### config.mk
export PLATFORM = sky130hd
export DESIGN_NAME = random_thread_burst_scheduler
export DESIGN_NICKNAME = d
export VERILOG_FILES = /design/src/hdl/rtbs_pkg.sv /design/src/hdl/random_thread_burst_scheduler.sv /design/src/hdl/rtbs_mem.sv /design/src/hdl/rtbs_div.sv
export SDC_FILE = /design/constraint.sdc
export NUM_CORES = 1
export LEC_CHECK = 0
export BUFFER_PORTS_ARGS = -buffer_cell sky130_fd_sc_hd__buf_2
export CAP_MARGIN = 25
export CORE_ASPECT_RATIO = 0.5
export CORE_MARGIN = 2
export CORE_UTILIZATION = 65
export CTS_CLUSTER_SIZE = 25
export DETAILED_ROUTE_END_ITERATION = 16
export GPL_TIMING_DRIVEN = 0
export PLACE_DENSITY_LB_ADDON = 0.08
export SLEW_MARGIN = 20
export SYNTH_ARGS = -nofsm -noshare
export SYNTH_HDL_FRONTEND = slang
export SYNTH_SLANG_ARGS = --single-unit
export TNS_END_PERCENT = 5
### constraint.sdc
create_clock -name clock -period 13.75 [get_ports clock]
set_input_delay 2.0625 -clock clock [delete_from_list [all_inputs] [get_ports clock]]
set_output_delay 2.0625 -clock clock [all_outputs]
set_load 0.02 [all_outputs]
### src/hdl/rtbs_pkg.sv
package rtbs_pkg;

   localparam int SLOTS_DEF  = 5;
   localparam int BURSTS_DEF = 3;
   localparam int BURST_W    = 8;
   localparam int RAND_W     = 16;
   localparam int VEC_SLOTS  = 5;
   localparam int VEC_W      = 3 * VEC_SLOTS;
   localparam logic [BURST_W-1:0] CPU_STEP = BURST_W'(1);
   localparam logic [BURST_W-1:0] IO_STEP  = BURST_W'(2);

   typedef enum logic [1:0] {
      MODE_LOAD  = 2'd0,
      MODE_CPU   = 2'd1,
      MODE_SCHED = 2'd2,
      MODE_NOP   = 2'd3
   } mode_type;

   typedef enum logic [2:0] {
      ST_READY    = 3'd0,
      ST_RUNNING  = 3'd1,
      ST_FINISHED = 3'd2,
      ST_IO       = 3'd3,
      ST_EMPTY    = 3'd4
   } slot_st_type;

   typedef struct packed {
      mode_type           mode;
      logic [2:0]         slot;
      logic [BURST_W-1:0] cpu_burst_0;
      logic [BURST_W-1:0] cpu_burst_1;
      logic [BURST_W-1:0] cpu_burst_2;
      logic [BURST_W-1:0] io_burst_0;
      logic [BURST_W-1:0] io_burst_1;
      logic [BURST_W-1:0] io_burst_2;
      logic [RAND_W-1:0]  random_value;
   } req_type;

   typedef struct packed {
      logic             selected_valid;
      logic [2:0]       selected_slot;
      logic [VEC_W-1:0] state_vector;
      logic             any_unfinished;
   } rsp_type;

endpackage

### src/hdl/random_thread_burst_scheduler.sv
// Thread slot scheduler with random choice among the ready slots.
// An input word is taken at a rising edge where start is high and busy is low;
// busy then stays high until the item is done. Each item gives exactly one
// result word, shown on rsp_word for a single cycle with rsp_strobe high; the
// receiver cannot hold it off and must take it in that cycle.
// A load writes the CPU and IO bursts of its slot phase by phase; a CPU tick
// counts down the CPU burst of the first running slot; a no-operation word
// goes straight to its result. A scheduler tick makes one pass to collect the
// ready set; if it is not empty, a 16-step restoring remainder unit makes the
// random choice and a pass finds the chosen slot. Then a pass runs through the
// IO counters, which sit in single-port memories with registered read data.
// A new item may be started in the cycle in which the previous result shows.
// Reset is synchronous; it marks all slots empty, clears the phases and drops
// busy and the strobe. The burst memories are not cleared: an entry is always
// loaded before its slot can be used.
module random_thread_burst_scheduler #(
   parameter int SLOTS  = rtbs_pkg::SLOTS_DEF,
   parameter int BURSTS = rtbs_pkg::BURSTS_DEF
) (
   input  logic             clock,
   input  logic             reset,
   input  logic             start,
   output logic             busy,
   input  rtbs_pkg::req_type req_word,
   output logic             rsp_strobe,
   output rtbs_pkg::rsp_type rsp_word
);
   import rtbs_pkg::*;

   localparam int SLOT_W = $clog2(SLOTS);
   localparam int PH_W   = (BURSTS > 1) ? $clog2(BURSTS) : 1;
   localparam int DEPTH  = SLOTS * BURSTS;
   localparam int ADDR_W = $clog2(DEPTH);
   localparam int CNT_W  = $clog2(SLOTS + 1);
   localparam logic [SLOT_W-1:0] LAST_SLOT = SLOT_W'(SLOTS - 1);
   localparam logic [PH_W-1:0]   LAST_PH   = PH_W'(BURSTS - 1);

   typedef enum logic [10:0] {
      S_IDLE     = 11'b000_0000_0001,
      S_LOAD     = 11'b000_0000_0010,
      S_CPU_SCAN = 11'b000_0000_0100,
      S_CPU_UPD  = 11'b000_0000_1000,
      S_SCAN     = 11'b000_0001_0000,
      S_DIV_GO   = 11'b000_0010_0000,
      S_DIV_WAIT = 11'b000_0100_0000,
      S_SELECT   = 11'b000_1000_0000,
      S_IO_RD    = 11'b001_0000_0000,
      S_IO_UPD   = 11'b010_0000_0000,
      S_DONE     = 11'b100_0000_0000
   } fsm_type;

   fsm_type           fsm_ff, fsm_in;
   slot_st_type       slot_st_ff [SLOTS];
   slot_st_type       slot_st_in [SLOTS];
   logic [PH_W-1:0]   cpu_ph_ff [SLOTS];
   logic [PH_W-1:0]   cpu_ph_in [SLOTS];
   logic [PH_W-1:0]   io_ph_ff [SLOTS];
   logic [PH_W-1:0]   io_ph_in [SLOTS];
   logic              rsp_strobe_ff, rsp_strobe_in;
   rsp_type           rsp_ff, rsp_in;
   req_type           req_ff, req_in;
   logic [SLOT_W-1:0] idx_ff, idx_in;
   logic [PH_W-1:0]   bidx_ff, bidx_in;
   logic [CNT_W-1:0]  cnt_ff, cnt_in;
   logic [CNT_W-1:0]  seen_ff, seen_in;
   logic [SLOTS-1:0]  snap_ff, snap_in;
   logic [SLOT_W-1:0] pick_ff, pick_in;
   logic              pick_vld_ff, pick_vld_in;

   logic               cpu_we, cpu_re, io_we, io_re;
   logic [BURST_W-1:0] cpu_wdata, io_wdata, cpu_rdata, io_rdata;
   logic [ADDR_W-1:0]  mem_addr;
   logic [PH_W-1:0]    ph_sel;
   logic [BURST_W-1:0] dec_src, dec_step, dec_val;
   logic [BURST_W-1:0] load_cpu, load_io;
   logic               div_start, div_done;
   logic [CNT_W-1:0]   div_rem;
   logic [VEC_W-1:0]   vec;
   logic               any_unf;

   rtbs_mem #(.DEPTH(DEPTH)) u_cpu_mem (
      .clock   (clock),
      .wr_en   (cpu_we),
      .rd_en   (cpu_re),
      .addr    (mem_addr),
      .wr_data (cpu_wdata),
      .rd_data (cpu_rdata)
   );

   rtbs_mem #(.DEPTH(DEPTH)) u_io_mem (
      .clock   (clock),
      .wr_en   (io_we),
      .rd_en   (io_re),
      .addr    (mem_addr),
      .wr_data (io_wdata),
      .rd_data (io_rdata)
   );

   rtbs_div #(.DIV_W(CNT_W)) u_div (
      .clock     (clock),
      .reset     (reset),
      .start     (div_start),
      .dividend  (req_ff.random_value),
      .divisor   (cnt_ff),
      .done      (div_done),
      .remainder (div_rem)
   );

   always_comb begin
      if (fsm_ff == S_LOAD) begin
         ph_sel = bidx_ff;
      end else if (fsm_ff == S_IO_RD || fsm_ff == S_IO_UPD) begin
         ph_sel = io_ph_ff[idx_ff];
      end else begin
         ph_sel = cpu_ph_ff[idx_ff];
      end
      mem_addr = ADDR_W'(ADDR_W'(idx_ff) * ADDR_W'(BURSTS)) + ADDR_W'(ph_sel);
   end

   always_comb begin
      case (int'(bidx_ff))
         0: begin
            load_cpu = req_ff.cpu_burst_0;
            load_io  = req_ff.io_burst_0;
         end
         1: begin
            load_cpu = req_ff.cpu_burst_1;
            load_io  = req_ff.io_burst_1;
         end
         2: begin
            load_cpu = req_ff.cpu_burst_2;
            load_io  = req_ff.io_burst_2;
         end
         default: begin
            load_cpu = '0;
            load_io  = '0;
         end
      endcase
   end

   // One saturating subtractor serves both the CPU and the IO countdown.
   always_comb begin
      if (fsm_ff == S_IO_UPD) begin
         dec_src  = io_rdata;
         dec_step = IO_STEP;
      end else begin
         dec_src  = cpu_rdata;
         dec_step = CPU_STEP;
      end
      dec_val = (dec_src > dec_step) ? dec_src - dec_step : '0;
   end

   for (genvar j = 0; j < VEC_SLOTS; j++) begin : g_vec
      if (j < SLOTS) begin : g_used
         assign vec[3*j +: 3] = slot_st_ff[j];
      end else begin : g_unused
         assign vec[3*j +: 3] = '0;
      end
   end

   always_comb begin
      any_unf = 1'b0;
      for (int i = 0; i < SLOTS; i++) begin
         if (slot_st_ff[i] != ST_FINISHED) begin
            any_unf = 1'b1;
         end
      end
   end

   always_comb begin
      fsm_in        = fsm_ff;
      slot_st_in    = slot_st_ff;
      cpu_ph_in     = cpu_ph_ff;
      io_ph_in      = io_ph_ff;
      rsp_strobe_in = 1'b0;
      rsp_in        = rsp_ff;
      req_in        = req_ff;
      idx_in        = idx_ff;
      bidx_in       = bidx_ff;
      cnt_in        = cnt_ff;
      seen_in       = seen_ff;
      snap_in       = snap_ff;
      pick_in       = pick_ff;
      pick_vld_in   = pick_vld_ff;
      cpu_we        = 1'b0;
      cpu_re        = 1'b0;
      io_we         = 1'b0;
      io_re         = 1'b0;
      cpu_wdata     = load_cpu;
      io_wdata      = load_io;
      div_start     = 1'b0;

      unique case (fsm_ff)
         S_IDLE: begin
            if (start) begin
               req_in      = req_word;
               idx_in      = '0;
               bidx_in     = '0;
               cnt_in      = '0;
               snap_in     = '0;
               pick_in     = '0;
               pick_vld_in = 1'b0;
               unique case (req_word.mode)
                  MODE_LOAD: begin
                     if (int'(req_word.slot) < SLOTS) begin
                        idx_in = SLOT_W'(req_word.slot);
                        fsm_in = S_LOAD;
                     end else begin
                        fsm_in = S_DONE;
                     end
                  end
                  MODE_CPU:   fsm_in = S_CPU_SCAN;
                  MODE_SCHED: fsm_in = S_SCAN;
                  default:    fsm_in = S_DONE;
               endcase
            end
         end
         S_LOAD: begin
            cpu_we = 1'b1;
            io_we  = 1'b1;
            if (bidx_ff == LAST_PH) begin
               slot_st_in[idx_ff] = ST_READY;
               cpu_ph_in[idx_ff]  = '0;
               io_ph_in[idx_ff]   = '0;
               fsm_in             = S_DONE;
            end else begin
               bidx_in = bidx_ff + 1'b1;
            end
         end
         S_CPU_SCAN: begin
            if (slot_st_ff[idx_ff] == ST_RUNNING) begin
               cpu_re = 1'b1;
               fsm_in = S_CPU_UPD;
            end else if (idx_ff == LAST_SLOT) begin
               fsm_in = S_DONE;
            end else begin
               idx_in = idx_ff + 1'b1;
            end
         end
         S_CPU_UPD: begin
            cpu_we    = 1'b1;
            cpu_wdata = dec_val;
            if (dec_val == '0) begin
               slot_st_in[idx_ff] = ST_IO;
               if (cpu_ph_ff[idx_ff] != LAST_PH) begin
                  cpu_ph_in[idx_ff] = cpu_ph_ff[idx_ff] + 1'b1;
               end
            end
            fsm_in = S_DONE;
         end
         S_SCAN: begin
            if (slot_st_ff[idx_ff] == ST_READY) begin
               snap_in[idx_ff] = 1'b1;
               cnt_in          = cnt_ff + 1'b1;
            end else if (slot_st_ff[idx_ff] == ST_RUNNING) begin
               slot_st_in[idx_ff] = ST_READY;
            end
            if (idx_ff == LAST_SLOT) begin
               fsm_in = S_DIV_GO;
            end else begin
               idx_in = idx_ff + 1'b1;
            end
         end
         S_DIV_GO: begin
            idx_in  = '0;
            seen_in = '0;
            if (cnt_ff == '0) begin
               fsm_in = S_IO_RD;
            end else begin
               div_start = 1'b1;
               fsm_in    = S_DIV_WAIT;
            end
         end
         S_DIV_WAIT: begin
            if (div_done) begin
               fsm_in = S_SELECT;
            end
         end
         S_SELECT: begin
            idx_in = idx_ff + 1'b1;
            if (snap_ff[idx_ff]) begin
               if (seen_ff == div_rem) begin
                  slot_st_in[idx_ff] = ST_RUNNING;
                  pick_in            = idx_ff;
                  pick_vld_in        = 1'b1;
                  idx_in             = '0;
                  fsm_in             = S_IO_RD;
               end else begin
                  seen_in = seen_ff + 1'b1;
               end
            end
         end
         S_IO_RD: begin
            if (slot_st_ff[idx_ff] == ST_IO) begin
               io_re  = 1'b1;
               fsm_in = S_IO_UPD;
            end else if (idx_ff == LAST_SLOT) begin
               fsm_in = S_DONE;
            end else begin
               idx_in = idx_ff + 1'b1;
            end
         end
         S_IO_UPD: begin
            io_we    = 1'b1;
            io_wdata = dec_val;
            if (dec_val == '0) begin
               if (io_ph_ff[idx_ff] == LAST_PH) begin
                  slot_st_in[idx_ff] = ST_FINISHED;
               end else begin
                  slot_st_in[idx_ff] = ST_READY;
                  io_ph_in[idx_ff]   = io_ph_ff[idx_ff] + 1'b1;
               end
            end
            if (idx_ff == LAST_SLOT) begin
               fsm_in = S_DONE;
            end else begin
               idx_in = idx_ff + 1'b1;
               fsm_in = S_IO_RD;
            end
         end
         S_DONE: begin
            rsp_strobe_in         = 1'b1;
            rsp_in.selected_valid = pick_vld_ff;
            rsp_in.selected_slot  = pick_vld_ff ? 3'(pick_ff) : 3'd0;
            rsp_in.state_vector   = vec;
            rsp_in.any_unfinished = any_unf;
            fsm_in                = S_IDLE;
         end
         default: fsm_in = S_IDLE;
      endcase
   end

   always_ff @(posedge clock) begin
      if (reset) begin
         fsm_ff        <= S_IDLE;
         rsp_strobe_ff <= 1'b0;
         for (int i = 0; i < SLOTS; i++) begin
            slot_st_ff[i] <= ST_EMPTY;
            cpu_ph_ff[i]  <= '0;
            io_ph_ff[i]   <= '0;
         end
      end else begin
         fsm_ff        <= fsm_in;
         rsp_strobe_ff <= rsp_strobe_in;
         slot_st_ff    <= slot_st_in;
         cpu_ph_ff     <= cpu_ph_in;
         io_ph_ff      <= io_ph_in;
      end
   end

   always_ff @(posedge clock) begin
      rsp_ff      <= rsp_in;
      req_ff      <= req_in;
      idx_ff      <= idx_in;
      bidx_ff     <= bidx_in;
      cnt_ff      <= cnt_in;
      seen_ff     <= seen_in;
      snap_ff     <= snap_in;
      pick_ff     <= pick_in;
      pick_vld_ff <= pick_vld_in;
   end

   assign busy       = (fsm_ff != S_IDLE);
   assign rsp_strobe = rsp_strobe_ff;
   assign rsp_word   = rsp_ff;

endmodule

### src/hdl/rtbs_mem.sv
module rtbs_mem #(
   parameter int DEPTH = rtbs_pkg::SLOTS_DEF * rtbs_pkg::BURSTS_DEF
) (
   input  logic                         clock,
   input  logic                         wr_en,
   input  logic                         rd_en,
   input  logic [$clog2(DEPTH)-1:0]     addr,
   input  logic [rtbs_pkg::BURST_W-1:0] wr_data,
   output logic [rtbs_pkg::BURST_W-1:0] rd_data
);
   import rtbs_pkg::*;

   logic [BURST_W-1:0] mem [DEPTH];
   logic [BURST_W-1:0] rd_data_ff;

   always_ff @(posedge clock) begin
      if (wr_en) begin
         mem[addr] <= wr_data;
      end
      if (rd_en) begin
         rd_data_ff <= mem[addr];
      end
   end

   assign rd_data = rd_data_ff;

endmodule

### src/hdl/rtbs_div.sv
module rtbs_div #(
   parameter int DIV_W = $clog2(rtbs_pkg::SLOTS_DEF + 1)
) (
   input  logic                        clock,
   input  logic                        reset,
   input  logic                        start,
   input  logic [rtbs_pkg::RAND_W-1:0] dividend,
   input  logic [DIV_W-1:0]            divisor,
   output logic                        done,
   output logic [DIV_W-1:0]            remainder
);
   import rtbs_pkg::*;

   localparam int STEP_W = $clog2(RAND_W);
   localparam logic [STEP_W-1:0] LAST_STEP = STEP_W'(RAND_W - 1);

   logic              active_ff, active_in;
   logic              done_ff, done_in;
   logic [STEP_W-1:0] step_ff, step_in;
   logic [DIV_W:0]    rem_ff, rem_in;
   logic [RAND_W-1:0] num_ff, num_in;
   logic [DIV_W-1:0]  div_ff, div_in;
   logic [DIV_W:0]    trial;

   always_comb begin
      active_in = active_ff;
      done_in   = 1'b0;
      step_in   = step_ff;
      rem_in    = rem_ff;
      num_in    = num_ff;
      div_in    = div_ff;
      trial     = {rem_ff[DIV_W-1:0], num_ff[RAND_W-1]};
      if (start) begin
         active_in = 1'b1;
         step_in   = '0;
         rem_in    = '0;
         num_in    = dividend;
         div_in    = divisor;
      end else if (active_ff) begin
         if (trial >= {1'b0, div_ff}) begin
            rem_in = trial - {1'b0, div_ff};
         end else begin
            rem_in = trial;
         end
         num_in  = {num_ff[RAND_W-2:0], 1'b0};
         step_in = step_ff + 1'b1;
         if (step_ff == LAST_STEP) begin
            active_in = 1'b0;
            done_in   = 1'b1;
         end
      end
   end

   always_ff @(posedge clock) begin
      if (reset) begin
         active_ff <= 1'b0;
         done_ff   <= 1'b0;
      end else begin
         active_ff <= active_in;
         done_ff   <= done_in;
      end
   end

   always_ff @(posedge clock) begin
      step_ff <= step_in;
      rem_ff  <= rem_in;
      num_ff  <= num_in;
      div_ff  <= div_in;
   end

   assign done      = done_ff;
   assign remainder = rem_ff[DIV_W-1:0];

endmodule

# Yosys cells after proc, flatten, opt, wreduce, memory -nomap -nowiden
# Memory sizes are Yosys's and may differ from the RTL's. A register that Yosys moved wholly into a read port is not among the register bits.
# Index checks and enable logic that the tools add are counted.
# classes
addsub	10
multipliers	1
n_div	0
n_lt_le_gt_ge	7
n_eq_ne	45
shifts	0
mux	108
bitwise	17
reduce_logical	32
# ops
op	count
$mux W11	11
$mux W15	8
$pmux W11 S10	1
$pmux W15 S5	1
$mux W10	6
$mux W3	18
$pmux W8 S3	2
$and A10 B10 Y10	4
$pmux W10 S2	2
$pmux W11 S3	1
$mux W16	2
$mux W8	4
$ne A2 B2 Y1 const B	15
$not A10 Y10	3
$mux W1	23
$bwmux W10	2
$mux W2	10
$pmux W3 S2	3
$pmux W3 S6	1
$reduce_and A4 Y1	4
$and A15 B15 Y15	1
$ne A3 B2 Y1 const B	5
$not A15 Y15	1
$or A5 B5 Y5	3
65 further kinds	89
# totals
ff_bits	179
latchBits	0
ram_bits	240
rom_bits	0
output_inout_bits	22
elab_cells	263
n_memories	2
# mem_list
memory	words	width	read_ports	rd_clocked_by_memory_dff	wr	line	rtl
u_cpu_mem.mem	15	8	1	1	1	rtbs_mem.sv:13	logic [BURST_W-1:0] mem [DEPTH];
u_io_mem.mem	15	8	1	1	1	rtbs_mem.sv:13	

# Longest topological paths before layout
# Gate-level depths: netlist (run 1).
# depth
word_depth	10
depth_mapped	18
mapped_depth_nobuf	13

# By module
# A second synthesis (run 1) with hierarchy kept.
# hier_totals
cells_unflattened	1215
area_unflattened_um2	18426.4
# modules_own_cells
module	instances	cells_per_inst	area_each_um2	seq_area_each_um2
rtbs_mem	2	230	4892.2	3843.7
random_thread_burst_scheduler	1	661	7368.3	4063.9
rtbs_div	1	94	1273.7	750.7

# Least setup slack after synthesis (run 1)
# OpenSTA, ideal clock, no wires.
# synth_path
path_type	register -> register
from	register fsm_ff[3]
to	memory u_cpu_mem.mem[3][0] (enable)
arrival_time_ns	4.399
required_ns	13.355
path_slack_ns	8.956
stages_incl_launch_ff	15
n_path_buf	2
cell_sequence	dfxtp_1 > buf_2 > nor4_1 > nand2_1 > nor3_1 > o21ai_0 > mux2_2 > a21oi_1 > fa_1 > inv_1 > ha_1 > fa_1 > xor2_1 > buf_1 > nor4_1
# synth_between
elab_chain_cells	5
word_cells_on_any_way	12
cone_classes	1 x add/sub; 4 x eq/ne; 5 x mux; 2 x reduce/logical
# synth_rtl
element	line	rtl
from (decl)	random_thread_burst_scheduler.sv:52	fsm_type fsm_ff, fsm_in;
from (signal assigned)	random_thread_burst_scheduler.sv:343	fsm_ff <= fsm_in;
$eq A11 B9 Y1, or another cell as far along	random_thread_burst_scheduler.sv:112	end else if (fsm_ff == S_IO_RD || fsm_ff == S_IO_UPD) begin
$logic_or A1 B1 Y1 or $reduce_or A2 Y1 (tied branches)	--	
$mux W2 or $mux W1 (tied branches)	random_thread_burst_scheduler.sv:112, random_thread_burst_scheduler.sv:193	
$mux W2 or $mux W1 (tied branches)	random_thread_burst_scheduler.sv:110, rtbs_mem.sv:17	
$add A4 B2 Y4 or $mux W1 (tied branches)	random_thread_burst_scheduler.sv:117, rtbs_mem.sv:18	
to (decl)	rtbs_mem.sv:13	
# Parallel ways exist; a longest one is shown, timed or not.

# Worst setup path after layout (run 1)
# layout_path
from	register fsm_ff[4]
to	memory u_cpu_mem.mem[6][7] (enable)
# The elaborated chain is that of the path after synthesis.

==> metrics.txt, run 1 <==
setup violators final 0; core area approximately 28000 um^2; P&R area growth vs syn 12.3%; Pre-antenna DRT Iters 7; fillcell total roughly 1700; worst setup path class reg2reg; Switch Pwr between 0.001 and 0.0015 W; setup TNS 0 ns; Synthesis Warnings 0; ratio of cells with drive above 1 in the final layout 0.205; endpoint class of the critical path flop; FP Rows 43; Switching Fraction 0.338; final hold vios 0; Clock Power Share 0.238; DRC 0; Int Power about 0.003 W; met2 Usage GRT 0.436; Mapped Area approximately 18000 um^2; setup bufs post-CTS 0; Post-synth EDFFs around 380; ANT cells 0; Multi-input gate area ~5600 um^2; Layout Nets approximately 1400; Cell variety after synth 70; Syn Nets 1299; Final Cycle Share 0.445; min Tclk post-route 6.12 ns; Max stage delay on crit path between 0.7 and 0.8 ns; mean post-synth cell area roughly 15 um^2; synthesized flop and latch total 435; crit start category flop; Detail Placement HPWL roughly 28000 um; met1 Usage GRT 0.404; post-layout util 0.745; routed vias/inst 6.32; Worst path slowest cell nor3_1; die boundary height about 120 um; GR peak layer met2; vias in the first global route approximately 11000; first-pass GRT wire length 61900 um; CTS Buf Count 37; crit path DAT approximately 6.3 ns; Worst Max-Slew Pin Slew roughly 0.94 ns; remaining global-route overflow 0; post-synthesis sequential area ratio 0.678; top_reg_cell synth edfxtp_1; worst clock skew about 0.025 ns; Flop pwr share 0.378; Max FO, Critical Path 10; Die X 242 um; Leak 7.13 nW; Clock Tree Root clkbuf_16; Slew Limit Fails 0; Post-synth ARST share 0; met3 Use GR 0.0538; RD Place Congestion slightly above 0.9; gr usage total 0.277; Longest Clk Path Bufs 3; CTS Sinks between 400 and 500; Comb pwr share 0.385; I/O Pins 94; Pwr Density between 200 and 250 nW/um^2; CP required between 10 and 15 ns; Rel. slew slack 0.369; clk_lat worst skew about 0.55 ns; worst hold path class reg2reg; f_max roughly 160 MHz; Worst-path clk slew approximately 0.070 ns; pin count of the biggest net entering global routing 67; Die ar. just under 30000 um^2; VDD IR max 0.149 mV; RSZ-0062 raised after global routing no; routed len/inst 22.8 um; CP Cell Sequence nor3_1 > nand2_1 > nor3_1 > o21ai_0 > mux2_2 > a21oi_1 > fa_1 > inv_1 > ha_1 > fa_1 > clkbuf_1 > clkbuf_1 > nand3_1 > nor2_1; max_cap viols 0; initial antenna violation count 0; via count 11100; Starting DRT DRC Count 1137; FF/Latch Area between 10000 and 15000 um^2; CTS Hold Bufs 0; Final ANT Viol Nets 0; Total Routed Length around 40000 um; synthesized instance count ~1200; # H-tree levels 2; IO Port Bufs between 90 and 100; Starting Density 0.663; CTS resizes 0; CTS tree built; outcome complete, no violations
[metrics by stage]
| stage | hold WS [ns] | setup WS (ns) | instance area, um^2 | instances | power (W) |
|---|---|---|---|---|---|
| global route | 0.496 | 7.24 | 20700 | 1753 | 0.00459 |
| floorplan | 0.425 | 8.96 | 18500 | 1199 | 0.00282 |
| detailed placement | 0.459 | 7.85 | 19500 | 1689 | 0.00334 |
| CTS | 0.474 | 7.83 | 20700 | 1752 | 0.00439 |
| finish | 0.467 | 7.63 | 20700 | 1753 | 0.00440 |
| global placement | 0.452 | 7.32 | 19400 | 1674 | 0.00328 |
[Yosys cell counts, drive strengths merged (3+ instances only)]
cell | instances | area, um^2
o211ai | 4 | 30.0
nand2 | 69 | 259
mux2i | 57 | 571
nor2 | 102 | 383
nor4 | 11 | 68.8
xor2 | 13 | 114
dfxtp | 56 | 1120
nand3 | 14 | 70.1
clkbuf | 51 | 191
a21oi | 18 | 90.1
nor2b | 15 | 93.8
nand4 | 8 | 50.1
or2 | 6 | 37.5
ha | 25 | 313
nor3 | 24 | 174
or4b | 4 | 43.8
buf | 12 | 61.3
fa | 3 | 60.1
mux2 | 24 | 270
a31oi | 7 | 43.8
nor3b | 10 | 95.1
and2 | 10 | 62.6
nor4b | 5 | 43.8
xnor2 | 14 | 123
mux4 | 64 | 1440
or3 | 12 | 75.1
nand2b | 36 | 225
o31ai | 3 | 22.5
edfxtp | 379 | 11400
a21o | 7 | 52.6
or4 | 3 | 26.3
a222oi | 16 | 160
o311ai | 3 | 26.3
o21ai | 52 | 260
and4b | 3 | 30.0
inv | 23 | 86.3
a211oi | 3 | 22.5
[path summary, 6_finish.rpt]
path | start | to | slack, ns | depth (start not counted)
worst min-delay path | slot_st_ff[0]$_SDFFE_PP0P_ | rsp_word[13]$_DFFE_PP_ | 0.47 | 0
worst max-delay path | fsm_ff[4]$_SDFFE_PP0P_ | u_cpu_mem.mem[6][7]$_DFFE_PP_ | 7.63 | 14
worst min register to register | slot_st_ff[0]$_SDFFE_PP0P_ | rsp_word[13]$_DFFE_PP_ | 0.47 | 0
worst max register to register | fsm_ff[4]$_SDFFE_PP0P_ | u_cpu_mem.mem[6][7]$_DFFE_PP_ | 7.63 | 14
[per-layer routing]
metal / vias to the layer above / share of wire
met2: 510 / 0.46
met3: 73 / 0.085
met5: - / 0.0021
li1: 4931 / -
met4: 4 / 0.020
met1: 5559 / 0.44
[flip-flops by register name, indices dropped and copies added (netlist names), 2 cells and up]
name and cells:
u_io_mem.mem 120, cpu_ph_ff 10, u_div.step_ff 4, pick_ff 3, u_div.div_ff 3, u_cpu_mem.rd_data 8
idx_ff 3, io_ph_ff 10, u_io_mem.rd_data 8, u_cpu_mem.mem 120, snap_ff 5, req_ff 64
slot_st_ff 15, cnt_ff 3, u_div.rem_ff 3, u_div.num_ff 16, fsm_ff 11, seen_ff 3
bidx_ff 2, rsp_word 20
[logic make-up after synthesis]
logic type                 count (synthesis)  synth area share
and+or+nand+nor                          339            0.0971
AOI/OAI and AO/OA                        138            0.0500
adders and majority gates                 28            0.0202
buffers and inverters                     87            0.0186
muxes                                    145             0.124
xor gates and xnor gates                  27            0.0128
DFF                                      435             0.678
[power groups by stage]
| stage | clock [W] | combinational, W | sequential, W |
|---|---|---|---|
| finish | 0.00105 | 0.00170 | 0.00166 |
| global route | 0.00111 | 0.00181 | 0.00167 |
| CTS | 0.00106 | 0.00167 | 0.00166 |
| detailed placement | 0 | 0.00165 | 0.00169 |
| global placement | 0 | 0.00159 | 0.00170 |
| floorplan | 0 | 0.00113 | 0.00169 |
[critical path: cells and delay by family (launching register included)]
kind | cells | cell delay, ns
AND/OR/NAND/NOR | 5 | 2.63
multiplexers | 1 | 0.30
flip-flops | 1 | 0.37
adder cells (fa/ha/maj) | 3 | 1.23
AO/OA/AOI/OAI | 2 | 0.38
buffers and inverters | 3 | 0.83
[cells in the final DEF (no fill, tap or decap), drive strengths merged, types with 15 or more instances in the layout]
master	instances
a21oi	18
nor2	102
ha	25
buf	121
mux2i	57
mux2	24
edfxtp	379
nand2b	36
nor3	24
a222oi	16
clkbuf	97
inv	24
o21ai	52
mux4	64
nand2	69
nor2b	15
dfxtp	56
[layout make-up]
type | instances | share of cell area
multi-input cells | 677 | 0.272
repair buffers | 109 | 0.0283
flip-flops and latches | 435 | 0.603
well taps | 382 | 0.0231
clock buffers | 46 | 0.0473
plain buffers | 63 | 0.0122
inverters | 24 | 0.00447
clock inverters | 17 | 0.00978
Note: power is estimated with default switching activity, not from simulation.
==> run 2: changes to the inputs <==
--- a/config.mk
+++ b/config.mk
@@ -5,11 +5,12 @@
 export SDC_FILE = /design/constraint.sdc
 export NUM_CORES = 1
 export LEC_CHECK = 0
+export ABC_AREA = 1
 export BUFFER_PORTS_ARGS = -buffer_cell sky130_fd_sc_hd__buf_2
 export CAP_MARGIN = 25
 export CORE_ASPECT_RATIO = 0.5
 export CORE_MARGIN = 2
-export CORE_UTILIZATION = 65
+export CORE_UTILIZATION = 55
 export CTS_CLUSTER_SIZE = 25
 export DETAILED_ROUTE_END_ITERATION = 16
 export GPL_TIMING_DRIVEN = 0
==> constraint.sdc (replaced) <==
create_clock -name clock -period 5.1 [get_ports clock]
set_input_delay 0.765 -clock clock [delete_from_list [all_inputs] [get_ports clock]]
set_output_delay 0.765 -clock clock [all_outputs]
set_load 0.02 [all_outputs]
==> metrics.txt, run 2 <==
WL met2 21200 um (was 18200 um); met1 wire length 19800 um (was 17500 um); Final ANT Viol Nets 0 (unchanged); f_max 202 MHz (was 163 MHz); min Tclk post-route 4.95 ns (was 6.12 ns); VDD IR max 0.568 mV (was 0.149 mV); synthesized flop and latch total 435 (unchanged); outcome complete, no violations (unchanged); CP required 5.36 ns (was 13.93 ns); Starting Density 0.554 (was 0.663); Hold Path Depth 1 (was 0); RSZ-0062 raised after global routing yes (was no); Final Cycle Share 0.971 (was 0.445); final hold vios 0 (unchanged); dominant cells by area after synthesis edfxtp_1, dfxtp_1, nand2_1 (was edfxtp_1, mux4_2, dfxtp_1); synthesized instance count 1559 (was 1199); Cell variety after synth 52 (was 70); Starting DRT DRC Count 1285 (was 1137); FP Rows 47 (was 43); CTS tree built (unchanged); Finished Layout Cells 2222 (was 1753); worst reg2reg path depth 19 (was 14); setup TNS 0 ns (unchanged); endpoint class of the critical path flop (unchanged); delay-heaviest family, CP buffers and inverters (was simple AND/OR/NAND/NOR gates); worst hold path class in2reg (was reg2reg); routed vias/inst 5.78 (was 6.32); Mapped Area 18200 um^2 (was 18500 um^2); Synthesis Warnings 0 (unchanged); CP Cell Sequence buf_4 > clkbuf_4 > clkbuf_4 > o21ai_0 > nand3_1 > o21ai_1 > o21ai_0 > nand3_1 > o21ai_0 > fa_1 > inv_1 > ha_1 > clkbuf_4 > nor2_1 > buf_2 > clkinvlp_4 > buf_4 > nor3_2 > buf_2 (was nor3_1 > nand2_1 > nor3_1 > o21ai_0 > mux2_2 > a21oi_1 > fa_1 > inv_1 > ha_1 > fa_1 > clkbuf_1 > clkbuf_1 > nand3_1 > nor2_1); Worst path slowest cell fa_1 (was nor3_1); Rel. slew slack 0.408 (was 0.369); Die ar. 34600 um^2 (was 29800 um^2); gr usage total 0.269 (was 0.277); CTS Buf Count 39 (was 37); Pre-antenna DRT Iters 5 (was 7); WP depth 19 (was 14); Top Registers u_cpu_mem.mem (120), u_io_mem.mem (120), req_ff (64) (unchanged); Syn Nets 1659 (was 1299); most common cell after layout, fill and taps aside edfxtp_1 (unchanged); Die X 261 um (was 242 um); CTS Sinks 435 (unchanged); # H-tree levels 2 (unchanged); via count 12800 (was 11100); IO Port Bufs 93 (unchanged); routed len/inst 21.0 um (was 22.8 um); die boundary height 133 um (was 123 um); worst setup path class reg2reg (unchanged); placed cells 2117 (was 1689); Worst-path clk slew 0.06 ns (was 0.07 ns); Clock Tree Root clkbuf_16 (unchanged); Max Used Layer met4 (was met5); Setup WS post-layout 0.146 ns (was 7.63 ns); Total Routed Length 46700 um (was 40000 um); crit start category flop (unchanged); Post-synth ARST share 0 (unchanged); routed length on met3 4460 um (was 3410 um); Post-synth EDFFs 379 (unchanged); count leader, synth edfxtp_1 (unchanged); total power 0.0140 W (was 0.00440 W); worst clock skew 0.0290 ns (was 0.0247 ns); crit path DAT 5.21 ns (was 6.30 ns); DRC 0 (unchanged); Layout Nets 1852 (was 1447); Worst Max-Slew Pin Slew 0.888 ns (was 0.939 ns); pin count of the biggest net entering global routing 30 (was 67); I/O Pins 94 (unchanged); Commonest cells post-synth edfxtp_1, nand2_1, inv_1 (was edfxtp_1, nor2_1, nand2_1); Leak 8.31 nW (was 7.13 nW); mean post-synth cell area 11.7 um^2 (was 15.4 um^2); Max FO, Critical Path 10 (unchanged); ANT cells 0 (unchanged); initial antenna violation count 0 (unchanged); post-synth top area share 0.626 (was 0.617); commonest non-fill, non-tap cells in the layout edfxtp_1, nand2_1, inv_1, nor2_1, buf_2 (was edfxtp_1, nor2_1, buf_2, nand2_1, mux4_2); P&R area growth vs syn 18.2% (was 12.3%); Slew Limit Fails 0 (unchanged); core area 32800 um^2 (was 27800 um^2); first-pass GRT wire length 69900 um (was 61900 um); ratio of cells with drive above 1 in the final layout 0.184 (was 0.205); clk_lat worst skew 0.56 ns (was 0.55 ns); worst path bufs/invs 9 (was 3); max_cap viols 0 (unchanged); post-synth top area cell edfxtp_1 (unchanged); remaining global-route overflow 0 (unchanged); setup violators final 0 (unchanged); RD Place Congestion 0.916 (was 0.935); Pwr Density 652 nW/um^2 (was 213 nW/um^2); vias in the first global route 12200 (was 10800); top_reg_cell synth edfxtp_1 (unchanged); fillcell total 2453 (was 1735); CTS Hold Bufs 0 (unchanged); Longest Clk Path Bufs 3 (unchanged); Detail Placement HPWL 32300 um (was 28400 um); post-layout util 0.655 (was 0.745); Post-Place Setup Slack -1.64 ns (was 7.85 ns); Max stage delay on crit path 0.49 ns (was 0.79 ns); post-synthesis sequential area ratio 0.687 (was 0.678)
-- run 2: changes by cell type in the layout (fill, tap and decap cells not counted), sizes merged, moves of 36 or more --
cell,change
mux4,-64
buf,+42
nand2b,-36
inv,+136
nand2,+234
a22oi,+62
a21oi,+44
nand3,+73
mux2i,-56
-- run 2: area by class of cell --
class                           instances  area, um^2  share of cell area
Timing Repair Buffer                  152        1050              0.0487
Clock buffer                           45        1030              0.0478
Sequential cell                       435       12500               0.582
Buffer                                 65         342              0.0159
Clock inverter                         25         196             0.00914
Multi-Input combinational cell        895        5200               0.242
Inverter                              164         628              0.0292
Tap cell                              441         552              0.0257
-- run 2: power by group --
| group | total (W) | switching (W) | internal, W |
|---|---|---|---|
| logic | 0.00650 | 0.00465 | 0.00185 |
| clock network | 0.00285 | 0.00130 | 0.00156 |
| registers | 0.00466 | 0.000103 | 0.00456 |
-- run 2: cells by family after synthesis --
family | after synthesis | share of synthesized area
AOI/OAI and AO/OA | 259 | 0.0898
xor gates and xnor gates | 10 | 0.00481
adders and majority gates | 28 | 0.0205
buffers and inverters | 229 | 0.0490
DFF | 435 | 0.687
muxes | 1 | 0.000550
and+or+nand+nor | 597 | 0.148
-- run 2: through the flow --
step	area (um^2)	hold slack (ns)
6_report	21500	0.383
5_1_grt	21500	0.368
4_1_cts	21200	0.370
3_5_place_dp	19500	0.436
3_3_place_gp	19200	0.421
2_1_floorplan	18200	0.408
-- run 2: layer usage --
| layer | up-vias | track usage |
|---|---|---|
| met1 | 6220 | 0.384 |
| met3 | 92 | 0.0686 |
| li1 | 5914 | - |
| met2 | 608 | 0.409 |
| met4 | 0 | 0.0836 |
| met5 | - | 0 |
-- run 2: final timing paths --
| kind | start | to | slack [ns] |
|---|---|---|---|
| hold / removal | req_word[45] | req_ff[45]$_DFFE_PP_ | 0.38 |
| setup / recovery | idx_ff[0]$_DFFE_PP_ | u_io_mem.mem[8][0]$_DFFE_PP_ | 0.15 |
| hold reg to reg | slot_st_ff[1]$_SDFFE_PP0P_ | rsp_word[14]$_DFFE_PP_ | 0.46 |
| setup reg to reg | idx_ff[0]$_DFFE_PP_ | u_io_mem.mem[8][0]$_DFFE_PP_ | 0.15 |
-- run 2: repair_timing --
action | 4_1_cts | 5_1_grt
setup endpoints to repair | 255 | 256
resized for setup | 70 | 34
pin swaps | 11 | 14
buffers inserted | 11 | 21
